$ cat src/design/assert_macros.svh
`ifndef ASSERT_MACROS_SVH
`define ASSERT_MACROS_SVH

// checked on every rising edge once reset has been released
`define ASSERT_CLKD(lbl, prop, msg) \
	lbl: assert property (@(posedge clk) disable iff (!arst_n) prop) else $error(msg);

// checked on every rising edge, reset included
`define ASSERT_ALWAYS(lbl, prop, msg) \
	lbl: assert property (@(posedge clk) prop) else $error(msg);

`endif

$ cat src/design/tshf_pkg.sv
package tshf_pkg;

	localparam int COUNT_BITS_DEFAULT = 16;
	localparam int CFG_W = 15;

	// button flag codes
	localparam logic [7:0] FLAG_IGNITION = 8'h80;
	localparam logic [7:0] FLAG_HAZARD   = 8'h40;
	localparam logic [7:0] FLAG_RIGHT    = 8'h01;
	localparam logic [7:0] FLAG_LEFT     = 8'h02;
	localparam logic [7:0] FLAG_BOTH     = 8'h04;

	// port levels that count as a held turn button
	localparam logic [7:0] PORT_HELD_MIN = 8'h01;
	localparam logic [7:0] PORT_HELD_MAX = 8'h04;

	localparam logic [1:0] TURN_NONE  = 2'd0;
	localparam logic [1:0] TURN_RIGHT = 2'd1;
	localparam logic [1:0] TURN_LEFT  = 2'd2;
	localparam logic [1:0] TURN_BOTH  = 2'd3;

	localparam logic [1:0] OFF_PHASE_LIMIT = 2'd3;

	localparam logic MODE_TICK   = 1'b0;
	localparam logic MODE_BUTTON = 1'b1;

	// lamp bit positions
	localparam int LAMP_RIGHT = 0;
	localparam int LAMP_LEFT  = 1;
	localparam int LAMP_IGN   = 2;

	// register index, taken from paddr[2]
	localparam logic REG_PERIOD = 1'b0;
	localparam logic REG_OFF    = 1'b1;

	localparam logic [CFG_W-1:0] PERIOD_RESET = 15'd20;
	localparam logic [CFG_W-1:0] OFF_RESET    = 15'd10;

	typedef struct packed {
		logic [CFG_W-1:0] period_ticks;
		logic [CFG_W-1:0] off_tick;
	} cfg_t;

	// packed so that right_lamp lands in bit 0
	typedef struct packed {
		logic [1:0] direction;
		logic       hazard_on;
		logic       timer_on;
		logic       ignition_lamp;
		logic       left_lamp;
		logic       right_lamp;
	} result_t;

endpackage

$ cat src/design/tshf_cfg.sv
module tshf_cfg (
	input  logic                 clk,
	input  logic                 arst_n,
	input  logic                 psel,
	input  logic                 penable,
	input  logic                 pwrite,
	input  logic [2:0]           paddr,
	input  logic [31:0]          pwdata,
	output logic [31:0]          prdata,
	output tshf_pkg::cfg_t       cfg
);
	import tshf_pkg::*;

	logic [CFG_W-1:0] period_q;
	logic [CFG_W-1:0] off_q;
	logic             wr_en;

	assign wr_en = psel && penable && pwrite;

	always_ff @(posedge clk or negedge arst_n) begin
		if (!arst_n) begin
			period_q <= PERIOD_RESET;
			off_q    <= OFF_RESET;
		end else if (wr_en) begin
			unique case (paddr[2])
				REG_PERIOD: period_q <= pwdata[CFG_W-1:0];
				REG_OFF:    off_q    <= pwdata[CFG_W-1:0];
				default:    period_q <= period_q;
			endcase
		end
	end

	always_comb begin
		prdata = '0;
		unique case (paddr[2])
			REG_PERIOD: prdata[CFG_W-1:0] = period_q;
			REG_OFF:    prdata[CFG_W-1:0] = off_q;
			default:    prdata = '0;
		endcase
	end

	assign cfg.period_ticks = period_q;
	assign cfg.off_tick     = off_q;

endmodule

$ cat src/design/tshf_core.sv
module tshf_core #(
	parameter int COUNT_BITS = tshf_pkg::COUNT_BITS_DEFAULT
) (
	input  logic              clk,
	input  logic              arst_n,
	input  logic              step,
	input  logic              mode,
	input  logic [7:0]        irq_flags,
	input  logic [7:0]        port_level,
	input  tshf_pkg::cfg_t    cfg,
	output tshf_pkg::result_t result
);
	import tshf_pkg::*;

	logic [COUNT_BITS-1:0] cnt_q, cnt_d;
	logic                  ign_q, ign_d;
	logic                  haz_q, haz_d;
	logic [1:0]            turn_q, turn_d;
	logic [1:0]            phase_q, phase_d;
	logic                  timer_q, timer_d;
	logic [2:0]            lamps_q, lamps_d;

	logic [COUNT_BITS-1:0] offv;
	logic [COUNT_BITS-1:0] reload;
	logic                  held;

	// register values are compared as patterns cut or widened to the counter width
	assign offv   = COUNT_BITS'(cfg.off_tick);
	assign reload = COUNT_BITS'(cfg.period_ticks);
	assign held   = (port_level >= PORT_HELD_MIN) && (port_level <= PORT_HELD_MAX);

	always_comb begin
		cnt_d   = cnt_q;
		ign_d   = ign_q;
		haz_d   = haz_q;
		turn_d  = turn_q;
		phase_d = phase_q;
		timer_d = timer_q;
		lamps_d = lamps_q;
		if (mode == MODE_TICK) begin
			if (timer_q) begin
				cnt_d = cnt_q - 1'b1;
				if (haz_q && turn_q == TURN_NONE) begin
					if (cnt_d == offv) begin
						lamps_d[LAMP_RIGHT] = 1'b0;
						lamps_d[LAMP_LEFT]  = 1'b0;
					end
					if (cnt_d == '0) begin
						lamps_d[LAMP_RIGHT] = 1'b1;
						lamps_d[LAMP_LEFT]  = 1'b1;
						cnt_d = reload;
					end
				end
				if (!haz_q) begin
					if (cnt_d == offv) begin
						lamps_d[LAMP_RIGHT] = 1'b0;
						lamps_d[LAMP_LEFT]  = 1'b0;
						phase_d = phase_q + 2'd1;
						if (phase_d == OFF_PHASE_LIMIT) begin
							if (held) begin
								phase_d = 2'd1;
							end else begin
								timer_d = 1'b0;
								phase_d = 2'd0;
								turn_d  = TURN_NONE;
							end
						end
					end
					// off and on at the same count: the on action wins, seeing the new turn
					if (cnt_d == '0 && ign_q) begin
						unique case (turn_d)
							TURN_RIGHT: begin
								lamps_d[LAMP_LEFT]  = 1'b0;
								lamps_d[LAMP_RIGHT] = 1'b1;
							end
							TURN_LEFT: begin
								lamps_d[LAMP_RIGHT] = 1'b0;
								lamps_d[LAMP_LEFT]  = 1'b1;
							end
							TURN_BOTH: begin
								lamps_d[LAMP_RIGHT] = 1'b1;
								lamps_d[LAMP_LEFT]  = 1'b1;
							end
							default: lamps_d = lamps_d;
						endcase
						cnt_d = reload;
					end
				end
			end
		end else begin
			unique case (irq_flags)
				FLAG_IGNITION: begin
					if (!ign_q) begin
						ign_d = 1'b1;
						lamps_d[LAMP_IGN] = 1'b1;
					end else begin
						ign_d   = 1'b0;
						lamps_d = '0;
					end
				end
				FLAG_HAZARD: begin
					if (haz_q) begin
						haz_d = 1'b0;
						lamps_d[LAMP_RIGHT] = 1'b0;
						lamps_d[LAMP_LEFT]  = 1'b0;
						timer_d = 1'b0;
					end else if (turn_q == TURN_NONE) begin
						haz_d   = 1'b1;
						cnt_d   = COUNT_BITS'(1);
						timer_d = 1'b1;
					end
				end
				FLAG_RIGHT, FLAG_LEFT, FLAG_BOTH: begin
					if (ign_q) begin
						cnt_d   = COUNT_BITS'(1);
						haz_d   = 1'b0;
						phase_d = 2'd0;
						timer_d = 1'b1;
						if (irq_flags == FLAG_RIGHT) begin
							turn_d = TURN_RIGHT;
						end else if (irq_flags == FLAG_LEFT) begin
							turn_d = TURN_LEFT;
						end else begin
							turn_d = TURN_BOTH;
						end
					end
				end
				default: ign_d = ign_q;
			endcase
		end
	end

	always_ff @(posedge clk or negedge arst_n) begin
		if (!arst_n) begin
			cnt_q   <= '0;
			ign_q   <= 1'b0;
			haz_q   <= 1'b0;
			turn_q  <= TURN_NONE;
			phase_q <= 2'd0;
			timer_q <= 1'b0;
			lamps_q <= '0;
		end else if (step) begin
			cnt_q   <= cnt_d;
			ign_q   <= ign_d;
			haz_q   <= haz_d;
			turn_q  <= turn_d;
			phase_q <= phase_d;
			timer_q <= timer_d;
			lamps_q <= lamps_d;
		end
	end

	assign result.right_lamp    = lamps_d[LAMP_RIGHT];
	assign result.left_lamp     = lamps_d[LAMP_LEFT];
	assign result.ignition_lamp = lamps_d[LAMP_IGN];
	assign result.timer_on      = timer_d;
	assign result.hazard_on     = haz_d;
	assign result.direction     = turn_d;

endmodule

$ cat src/design/turn_signal_hazard_flasher.sv
// channel   dir  tdata                          tuser / other
// s_axis    in   irq_flags[7:0], port_level[15:8]  tuser: mode (0 tick, 1 button)
// m_axis    out  right, left, ignition, timer_on, hazard_on, direction[6:5]
// apb       in   period_ticks at 0x0, off_tick at 0x4 (15 bits each)
//
// one transfer per cycle in each direction while the result side does not stall; an item passes
// the input register, then state update and result register in the same cycle
// reset clears state, config returns to period 20, off tick 10
// a stalled result holds the result register; the input register still takes one more item
`include "assert_macros.svh"

module turn_signal_hazard_flasher #(
	parameter int COUNT_BITS = tshf_pkg::COUNT_BITS_DEFAULT
) (
	input  logic        clk,
	input  logic        arst_n,
	input  logic        s_tvalid,
	output logic        s_tready,
	input  logic [15:0] s_tdata,   // irq_flags[7:0], port_level[15:8]
	input  logic        s_tuser,   // mode
	output logic        m_tvalid,
	input  logic        m_tready,
	output logic [7:0]  m_tdata,   // right_lamp, left_lamp, ignition_lamp, timer_on,
	                               // hazard_on, direction[6:5], zero
	input  logic        psel,
	input  logic        penable,
	input  logic        pwrite,
	input  logic [2:0]  paddr,
	input  logic [31:0] pwdata,
	output logic [31:0] prdata,
	output logic        pready
);
	import tshf_pkg::*;

	logic       valid_s1;
	logic       mode_s1;
	logic [7:0] flags_s1;
	logic [7:0] port_s1;
	logic       advance;
	logic       step;
	logic       out_valid_q;
	result_t    res_q;
	result_t    result;
	cfg_t       cfg;

	assign pready   = 1'b1;
	assign advance  = !out_valid_q || m_tready;
	assign step     = valid_s1 && advance;
	assign s_tready = !valid_s1 || advance;

	always_ff @(posedge clk or negedge arst_n) begin
		if (!arst_n) begin
			valid_s1 <= 1'b0;
		end else if (s_tready) begin
			valid_s1 <= s_tvalid;
		end
	end

	always_ff @(posedge clk) begin
		if (s_tvalid && s_tready) begin
			mode_s1  <= s_tuser;
			flags_s1 <= s_tdata[7:0];
			port_s1  <= s_tdata[15:8];
		end
	end

	tshf_cfg u_cfg (
		.clk     (clk),
		.arst_n  (arst_n),
		.psel    (psel),
		.penable (penable),
		.pwrite  (pwrite),
		.paddr   (paddr),
		.pwdata  (pwdata),
		.prdata  (prdata),
		.cfg     (cfg)
	);

	tshf_core #(
		.COUNT_BITS (COUNT_BITS)
	) u_core (
		.clk        (clk),
		.arst_n     (arst_n),
		.step       (step),
		.mode       (mode_s1),
		.irq_flags  (flags_s1),
		.port_level (port_s1),
		.cfg        (cfg),
		.result     (result)
	);

	always_ff @(posedge clk or negedge arst_n) begin
		if (!arst_n) begin
			out_valid_q <= 1'b0;
		end else if (advance) begin
			out_valid_q <= valid_s1;
		end
	end

	always_ff @(posedge clk) begin
		if (step) begin
			res_q <= result;
		end
	end

	assign m_tvalid = out_valid_q;
	assign m_tdata  = {1'b0, res_q};

	// hazard and a turn selection never hold together
	`ASSERT_CLKD(a_hazard_no_turn, m_tvalid |-> (!res_q.hazard_on || res_q.direction == TURN_NONE), "hazard with turn selected")
	// the input side only stalls behind a full, blocked result register
	`ASSERT_CLKD(a_stall_cause, !s_tready |-> (m_tvalid && !m_tready && valid_s1), "input stalled without cause")
	// an accepted item is held in the input register on the next cycle
	`ASSERT_CLKD(a_accept_loads, (s_tvalid && s_tready) |=> valid_s1, "accepted item lost")
	// no result is shown while reset is held
	`ASSERT_ALWAYS(a_reset_quiet, !arst_n |-> !m_tvalid, "result valid in reset")

endmodule

$ cat config.mk
export PLATFORM = sky130hd
export DESIGN_NAME = turn_signal_hazard_flasher
export DESIGN_NICKNAME = d
export VERILOG_FILES = /design/src/design/tshf_pkg.sv /design/src/design/tshf_cfg.sv /design/src/design/tshf_core.sv /design/src/design/turn_signal_hazard_flasher.sv
export VERILOG_INCLUDE_DIRS = /design/src /design/src/design
export SDC_FILE = /design/constraint.sdc
export NUM_CORES = 1
export LEC_CHECK = 0
export BUFFER_PORTS_ARGS = -buffer_cell sky130_fd_sc_hd__buf_2
export CAP_MARGIN = 10
export CORE_ASPECT_RATIO = 0.6
export CORE_UTILIZATION = 51
export DETAILED_ROUTE_END_ITERATION = 6
export GPL_ROUTABILITY_DRIVEN = 0
export PLACE_DENSITY = 0.77
export SKIP_LAST_GASP = 1
export SYNTH_ARGS = -nofsm -noshare
export SYNTH_HDL_FRONTEND = slang
export SYNTH_HIERARCHICAL = 1
export SYNTH_SLANG_ARGS = --single-unit
$ cat constraint.sdc
create_clock -name clk -period 3.45 [get_ports clk]
set_input_delay 0.69 -clock clk [delete_from_list [all_inputs] [get_ports clk]]
set_output_delay 0.69 -clock clk [all_outputs]
set_load 0.03 [all_outputs]
; Word level (Yosys, flattened, before mapping)
; Cells that the tools add are included.
[op_classes]
add_sub_neg = 2
order_cmp = 2
eq_ne = 18
mux = 63
bitwise_logic = 1
reduce_logical = 22
[op_table]
columns = op, count
row1 = $mux 16, 11
row2 = $mux 2, 28
row3 = $eq 16x15->1, 2
row4 = $logic_not 16->1, 2
row5 = $pmux 16 s2, 1
row6 = $pmux 15 s2, 1
row7 = $mux 1, 17
row8 = $sub 16x1->16 const B, 1
row9 = $reduce_and 6->1, 2
row10 = $eq 8x1->1 const B, 1
row11 = $eq 8x2->1 const B, 1
row12 = $eq 8x3->1 const B, 1
row13 = $eq 8x7->1 const B, 1
row14 = $eq 8x8->1 const B, 1
row15 = $ge 8x1->1 const B, 1
row16 = $le 8x3->1 const B, 1
row17 = $logic_and 1x1->1, 7
row18 = $eq 2x2->1 const B, 3
row19 = $ne 3x2->1 const B, 2
row20 = $pmux 2 s3, 1
row21 = $ne 2x1->1 const B, 2
row22 = $pmux 1 s2, 2
row23 = $pmux 2 s2, 1
row24 = $reduce_and 2->1, 2
row25 = other kinds (13), 16
[totals]
register_bits = 82
inputBits = 59
wordCells = 128

; Longest topological paths before layout
; Gate-level depths: netlist (run 1).
[depth]
depth_word = 17
ltp_mapped = 16

; By module
; The synthesis (run 1) kept the hierarchy.
[modules_own_cells]
columns = module, n_inst, cells_each, area_per_inst_um2
row1 = tshf_core, 1, 375, 3005.4
row2 = tshf_cfg, 1, 99, 1515.2
row3 = turn_signal_hazard_flasher, 1, 36, 847.1

; Worst setup path after synthesis (run 1)
; OpenSTA, ideal clock, no wires.
[synth_path]
kind = flip-flop to flip-flop
start = register u_core.cnt_q[0]
end = register res_q, in the netlist m_tdata[3], data pin
setup_time_ps = 251
t_arrival_ps = 3357
required_time_ps = 3199
path_slack_ps = -158
path_stages_with_launch = 16
n_path_buf = 3
synth_period_minus_slack_ps = 3608
path_cell_list = dfrtp_1 > clkbuf_1 > inv_1 > ha_1 > or4b_4 > nor3_4 > nand4_4 > a211o_1 > buf_6 > nor3_2 > o21ai_0 > a2111oi_4 > nand4_2 > nor2_1 > o21ai_0 > buf_4
[synth_via]
elab_chain_len = 11
[synth_rtl]
columns = item, line
row1 = "start, declared", tshf_core.sv:15  ; logic [COUNT_BITS-1:0] cnt_q, cnt_d;
row2 = "start signal, assigned", tshf_core.sv:143  ; cnt_q <= cnt_d;
row3 = $sub 16x1->16 *, tshf_core.sv:42  ; cnt_d = cnt_q - 1'b1;
row4 = $logic_not 16->1, tshf_core.sv:48  ; if (cnt_d == '0) begin
row5 = $mux 16, tshf_core.sv:48
row6 = $mux 16 *, tshf_core.sv:43  ; if (haz_q && turn_q == TURN_NONE) begin
row7 = $mux 16 *, tshf_core.sv:41  ; if (timer_q) begin
row8 = $mux 16 *, tshf_core.sv:40  ; if (mode == MODE_TICK) begin
row9 = $eq 16x15->1 *, tshf_core.sv:55  ; if (cnt_d == offv) begin
row10 = $mux 1 *, tshf_core.sv:55
row11 = $mux 1 *, tshf_core.sv:54  ; if (!haz_q) begin
row12 = $mux 1 *, tshf_core.sv:41
row13 = $mux 1 *, tshf_core.sv:40
row14 = via u_core.timer_d, tshf_core.sv:20  ; logic timer_q, timer_d;
row15 = "end signal, assigned", turn_signal_hazard_flasher.sv:102  ; res_q <= result;
row16 = "end, declared", turn_signal_hazard_flasher.sv:42  ; result_t res_q;
; The timed path passes the listed nets; every way through them passes the cells marked *. The select of a mux whose other input is x is not followed.
; A chain may end at the register's enable or synchronous reset.

==> impl_metrics.csv, run 1 <==
group,metric,value,unit
cells_and_area,layout-area-overhead-vs-synth,21.6,%
place,hpwl,10.7,mm
synth,synth_seq_area_share,0.406,
cts,htreeDepth,3,
critical_path,cp.arrival,3.68,ns
timing,finalCritPeriodShare,1.05,
floorplanning,chipWidth,134,um
detailed_routing,drtIter0Drc,651,
cells_and_area,drive_gt1_frac,0.396,
timing,worst_slew_pin_slew,0.941,ns
power_and_ir_drop,power_frac_clock,0.175,
synth,synth.distinct_cells,91,
power_and_ir_drop,power,5460,uW
cts,clkTransAtPathRegs,0.06,ns
critical_path,reg2reg_to,"m_tdata[1]$_DFFE_PP_",
cells_and_area,nets,674,
critical_path,worst_path_max_delay_cell,"or4b_4",
floorplanning,ios,102,
synth,synth_ff_type,"dfrtp_1",
detailed_routing,routed_wl,14.6,mm
critical_path,worstPathMaxFanout,4,
floorplanning,start_util,0.534,
cells_and_area,n_fill_cell,766,
timing,fin_ws,-0.161,ns
power_and_ir_drop,switchingPower,2330,uW
synth,ys_ff_latch,82,
timing,max-slew-margin-rel,0.372,
grt,grt_pass1_wl,22.8,mm
critical_path,crit_required,3.52,ns
power_and_ir_drop,ir_drop,0.435,mV
grt,grt_pass1_vias,4285,
detailed_routing,drt_pass1_iterations,5,
power_and_ir_drop,cellPowerDensity,836,nW/um^2
critical_path,path_class,"flop to flop",
cts,cts_tree,"yes",
critical_path,crit_path_end_kind,"flop",
grt,antenna_found_initial,0,
grt,grt-ovfl-total,0,
power_and_ir_drop,p_leak,0.00279,uW
floorplanning,coreArea,10100,sq um
synth,yosysMostFrequentCell,"dfrtp_1",
synth,async_flop_share,0.707,
power_and_ir_drop,intPower,3130,uW
cts,numCtsBuffers,9,
timing,clock_skew,0.00570,ns
cells_and_area,post-route-util,0.649,
place,port_buffers,63,
outcome,run_status,"finished with violations",
power_and_ir_drop,switching_share,0.427,
synth,yosysTopAreaCellShare,0.252,
synth,syn_avg_cell_area,10.5,sq um
run,max-cap-violations,0,
power_and_ir_drop,pwr-share-comb,0.554,
timing,fmax,277,MHz
critical_path,critPathMaxStageDelay,0.50,ns
cts,cts-root-buf,"clkbuf_16",
critical_path,r2r_cells,14,
timing,finalSetupViolations,10,
timing,rsz0062_at_grt,"yes",
critical_path,ff2ff_setup_slack,-0.16,ns
synth,synthesis.area,5370,sq um
cts,ctsLongestPathBuffers,2,
floorplanning,die_y,81.5,um
synth,synth_area_leaders,"dfrtp_1 25%, edfxtp_1 13%, mux2_2 7.8%",
floorplanning,dieArea,11000,sq um
timing,final_max_slew_viol_count,0,
synth,ys_warn_count,6,
critical_path,path_cells,"inv_4, ha_4, or4b_4, nor3_4, nand4_4, a211o_1, buf_6, or4_4, o2111ai_2, o211a_1, buf_4, a41oi_2, a21oi_4, o22ai_2",
timing,whs,0.490,ns
cts,clk_latency,0.34,ns
grt,grt_usage,0.278,
synth,synth_edf_count,24,
detailed_routing,remaining_drc_errors,0,
synth,synth_top_area_cell,"dfrtp_1",
cells_and_area,num_antenna_cells,0,
detailed_routing,wl_per_cell,19.3,um
detailed_routing,postRouteAntennaNets,0,
cts,hold_buffers,0,
outcome,violations,"setup timing",
timing,hold_viol,0,
synth,synthCells,510,
power_and_ir_drop,p_seq_frac,0.271,
min_path,hold_class,"input pin to asynchronous set/reset pin",
detailed_routing,vias,4588,
timing,period_minus_slack,3.61,ns
cts,cts_sinks,82,
synth,netlist_top_cells_count,"54 x dfrtp_1, 41 x nand2_1, 37 x mux2_2, 36 x o21ai_0, 30 x nor2_1",
grt,grt_max_degree,42,
critical_path,critPathLaunchType,"flop",
floorplanning,rows,28,
detailed_routing,vias_per_cell,6.09,
critical_path,regToRegStartpoint,"u_core/cnt_q[0]$_DFFE_PN0P_",
-- cell type report --
type                            count  area (sq um)  share of cell area
Inverter                           15          58.8             0.00901
Multi-Input combinational cell    385          3040               0.466
Clock inverter                      4          31.3             0.00479
Sequential cell                    82          2180               0.334
Timing Repair Buffer              120           783               0.120
Tap cell                          135           169              0.0259
Clock buffer                       12           268              0.0410
-- critical path, delay by kind of cell (launching register included) --
family / cells / cell delay [ns]
flops: 1 / 0.41
simple gates: 4 / 1.26
compound gates: 6 / 1.15
fa+ha+maj: 1 / 0.12
buf+inv: 3 / 0.38
-- stage by stage --
stage	cells	setup TNS, ns	setup WS (ns)	instance area, sq um
2_1_floorplan	526	-0.260	-0.106	5480
3_3_place_gp	728	-0.0977	-0.0664	5990
3_5_place_dp	728	-1.16	-0.183	5990
4_1_cts	749	-0.534	-0.119	6400
5_1_grt	753	-2.10	-0.232	6530
6_report	753	-1.09	-0.161	6530
-- how the worst max path moves through the flow --
stage | from | end | slack [ns] | cells past startpoint
final | u_core/cnt_q[0]$_DFFE_PN0P_ | m_tdata[1]$_DFFE_PP_ | -0.16 | 14
after CTS | u_core/cnt_q[0]$_DFFE_PN0P_ | m_tdata[1]$_DFFE_PP_ | -0.12 | 13
after detailed placement | u_core/cnt_q[1]$_DFFE_PN0P_ | m_tdata[1]$_DFFE_PP_ | -0.18 | 14
after global placement | u_core/cnt_q[1]$_DFFE_PN0P_ | m_tdata[1]$_DFFE_PP_ | -0.07 | 14
after global routing | u_core/cnt_q[0]$_DFFE_PN0P_ | m_tdata[1]$_DFFE_PP_ | -0.23 | 13
after floorplan | u_core/cnt_q[0]$_DFFE_PN0P_ | m_tdata[3]$_DFFE_PP_ | -0.11 | 14
-- placed cells by master, fill, tap and decap left out, types with 4 or more instances in the layout --
cell       count
buf_2         63
nand3b_1       4
nand4_1        5
edfxtp_1      24
dfrtp_1       54
mux2_2        37
nor4_1         7
nand3_1        8
nor3_1         4
o21ai_0       33
xor2_1         7
nor2_1        29
nor3b_1        4
or4_4          4
dfstp_2        4
inv_1         13
a21oi_1       20
nand2_1       41
or3_1          5
xnor2_1       22
a22oi_1        4
nand2b_1      12
mux2i_1        4
and2_1         4
mux2_4        10
a31oi_1        7
clkbuf_16     10
nor2b_1        4
conb_1        19
buf_4         51
buf_6          4
-- power by group through the flow --
stage | logic (uW) | clock network, uW | registers (uW)
CTS | 2790 | 963 | 1460
floorplan | 2000 | 0 | 1380
detailed placement | 2670 | 0 | 1480
global route | 3210 | 1000 | 1500
finish | 3020 | 958 | 1480
global placement | 2590 | 0 | 1460
-- sequential cells by signal, summed over array words and instances, names as in the netlist, 3 cells and up --
signal          cells
u_core/lamps_q      3
m_tdata             7
u_cfg/off_q        15
port_s1             8
u_cfg/period_q     15
u_core/cnt_q       16
flags_s1            8
-- cells by family after synthesis --
group	share of synthesized area
other cells	0.00210
flops	0.406
xor+xnor	0.0641
simple gates	0.200
mux	0.115
compound gates	0.134
fa+ha+maj	0.00466
buf+inv	0.0746
-- repair_timing --
action	4_1_cts	5_1_grt
gates resized for setup	15	18
gates cloned	0	0
buffers inserted	5	4
setup endpoints to repair	10	25
pin swaps	16	7
-- routing by layer --
layer,vias up,track usage,wire (um)
met5,-,0,0
li1,2043,-,-
met3,20,0.0463,1450
met4,0,0.0618,162
met2,301,0.410,6090
met1,2224,0.425,6870
Power figures use the tool's default switching activity.
==> run 2: changes to the inputs <==
--- a/config.mk
+++ b/config.mk
@@ -13,6 +13,7 @@
 export DETAILED_ROUTE_END_ITERATION = 6
 export GPL_ROUTABILITY_DRIVEN = 0
 export PLACE_DENSITY = 0.77
+export REMOVE_ABC_BUFFERS = 1
 export SKIP_LAST_GASP = 1
 export SYNTH_ARGS = -nofsm -noshare
 export SYNTH_HDL_FRONTEND = slang
==> impl_metrics.csv, run 2 (same netlist as run 1, synthesis figures left out) <==
group,metric,value,unit
outcome,run_status,"finished with violations",
outcome,violations,"setup timing",
grt,grt_pass1_wl,23.2,mm
floorplanning,rows,28,
critical_path,crit_start,"u_core/cnt_q[1]$_DFFE_PN0P_",
cts,ctsLongestPathBuffers,2,
cells_and_area,largest_reg_flops,16,
cells_and_area,stdcell_area,6500,sq um
timing,worst_slew_pin_slew,0.897,ns
power_and_ir_drop,cellPowerDensity,844,nW/um^2
timing,finalCritPeriodShare,1.06,
place,placed_area,6020,sq um
cts,numCtsBuffers,9,
critical_path,critPathLaunchType,"flop",
timing,final_max_slew_viol_count,0,
cells_and_area,regMostFlops,"u_core/cnt_q",
detailed_routing,drt_pass1_iterations,6,
grt,grt-ovfl-total,0,
floorplanning,chipWidth,134,um
cells_and_area,nets,687,
detailed_routing,routed_wl,14.9,mm
critical_path,worstPathMaxFanout,4,
grt,grt_usage,0.285,
floorplanning,dieArea,11000,sq um
critical_path,reg2reg_to,"u_core/phase_q[0]$_DFFE_PN0P_",
critical_path,cp.arrival,3.93,ns
timing,period_minus_slack,3.67,ns
floorplanning,ios,102,
cts,htreeDepth,3,
cts,cts-root-buf,"clkbuf_16",
timing,fin_ws,-0.223,ns
cells_and_area,mostFrequentLayoutCells,"65 x buf_4, 63 x buf_2, 54 x dfrtp_1, 41 x nand2_1, 37 x mux2_2",
cts,cts_sinks,82,
floorplanning,coreArea,10100,sq um
critical_path,regToRegStartpoint,"u_core/cnt_q[1]$_DFFE_PN0P_",
run,max-cap-violations,0,
critical_path,ff2ff_setup_slack,-0.22,ns
detailed_routing,vias_per_cell,6.02,
timing,finalSetupViolations,12,
cells_and_area,num_antenna_cells,0,
critical_path,path_class,"flop to flop",
detailed_routing,vias,4611,
timing,fmax,272,MHz
timing,rsz0062_at_grt,"yes",
floorplanning,die_y,81.5,um
cells_and_area,multi_input_area,2970,sq um
place,hpwl,10.8,mm
cts,cts_tree,"yes",
cts,hold_buffers,0,
detailed_routing,wl_per_cell,19.4,um
critical_path,r2r_cells,14,
cells_and_area,largestRegisters,"u_core/cnt_q (16), u_cfg/off_q (15), u_cfg/period_q (15)",
timing,clock_skew,0.00819,ns
detailed_routing,remaining_drc_errors,0,
power_and_ir_drop,ir_drop,0.441,mV
timing,timing.setup.tns,-1.85,ns
critical_path,crit_path_end_kind,"flop",
grt,antenna_found_initial,0,
critical_path,crit_path_end,"u_core/phase_q[0]$_DFFE_PN0P_",
min_path,hold_class,"input pin to asynchronous set/reset pin",
cts,clk_latency,0.35,ns
cells_and_area,seqCellArea,2180,sq um
detailed_routing,drtIter0Drc,507,
power_and_ir_drop,p_leak,0.00280,uW
grt,grt_pass1_vias,4369,
cells_and_area,layout-area-overhead-vs-synth,21.1,%
cells_and_area,drive_gt1_frac,0.395,
detailed_routing,postRouteAntennaNets,0,
grt,grt_max_degree,31,
cts,clkTransAtPathRegs,0.06,ns
cells_and_area,n_fill_cell,773,
place,port_buffers,63,
critical_path,crit_required,3.71,ns
timing,hold_viol,0,
cells_and_area,layout_commonest_cell,"buf_4",
timing,max-slew-margin-rel,0.400,
floorplanning,start_util,0.534,
==> run 2: cell count changes in the layout (fill, tap and decap cells not counted), sizes merged <==
cell	before	now
a211o	2	3
buf	120	132
clkbuf	12	13
clkinv	2	0
clkinvlp	0	2
inv	17	16
==> run 2: metal layers <==
metal | global-route usage | vias to the layer above | share of wire | routed length (um)
li1 | - | 2072 | - | -
met1 | 0.398 | 2225 | 0.45 | 6620
met2 | 0.437 | 287 | 0.43 | 6460
met3 | 0.0852 | 27 | 0.11 | 1580
met4 | 0.0697 | 0 | 0.014 | 204
met5 | 0 | - | 0 | 0
==> run 2: critical path, stage by stage, from the launching register on <==
cell and delay [ns]:
dfrtp_1 0.39, inv_2 0.08, ha_4 0.14, or4b_4 0.50, nor3_4 0.25, nand4_4 0.14, a211oi_4 0.35, buf_4 0.18
a21oi_2 0.06, or3_4 0.37, a2111oi_4 0.37, nand4_4 0.18, buf_6 0.18, or2_1 0.21, o211ai_1 0.18
==> run 2: worst min path at each step <==
stage | from | endpoint | slack [ns] | depth (start not counted)
floorplan | arst_n | m_tvalid$_DFFE_PN0P_ | 0.39 | 0
global placement | u_core/lamps_q[2]$_DFFE_PN0P_ | u_core/lamps_q[2]$_DFFE_PN0P_ | 0.46 | 2
detailed placement | u_core/lamps_q[2]$_DFFE_PN0P_ | u_core/lamps_q[2]$_DFFE_PN0P_ | 0.47 | 2
CTS | arst_n | m_tvalid$_DFFE_PN0P_ | 0.21 | 1
global route | arst_n | m_tvalid$_DFFE_PN0P_ | 0.22 | 1
finish | arst_n | u_core/cnt_q[9]$_DFFE_PN0P_ | 0.21 | 1
==> run 2: what timing repair did <==
action | 4_1_cts | 5_1_grt
endpoints found under the setup margin | 12 | 12
setup buffers | 7 | 2
pin swaps | 19 | 4
gates resized for setup | 25 | 5
gates cloned | 1 | 0
==> run 2: cell type report <==
cell class | count | share of cell area
tap | 135 | 0.0260
inverter | 15 | 0.00866
clock inverter | 3 | 0.00366
multi-input combinational | 386 | 0.456
timing repair buffer | 132 | 0.131
sequential | 82 | 0.335
clock buffer | 13 | 0.0400
==> run 2: power breakdown <==
part           internal (uW)  switching (uW)
sequential              1200             273
clock                    530             380
combinational           1440            1670
total                   3160            2320
==> run 2: metrics by stage <==
step / hold WS (ns) / cells / setup slack (ns) / utilization / power (uW)
final: 0.211 / 766 / -0.223 / 0.646 / 5490
after global routing: 0.218 / 766 / -0.328 / 0.646 / 5750
after detailed placement: 0.471 / 740 / -0.262 / 0.599 / 4170
after floorplan: 0.394 / 482 / -0.243 / - / 3160
after global placement: 0.462 / 740 / -0.0884 / 0.599 / 4040
after CTS: 0.206 / 764 / -0.0693 / 0.643 / 5360
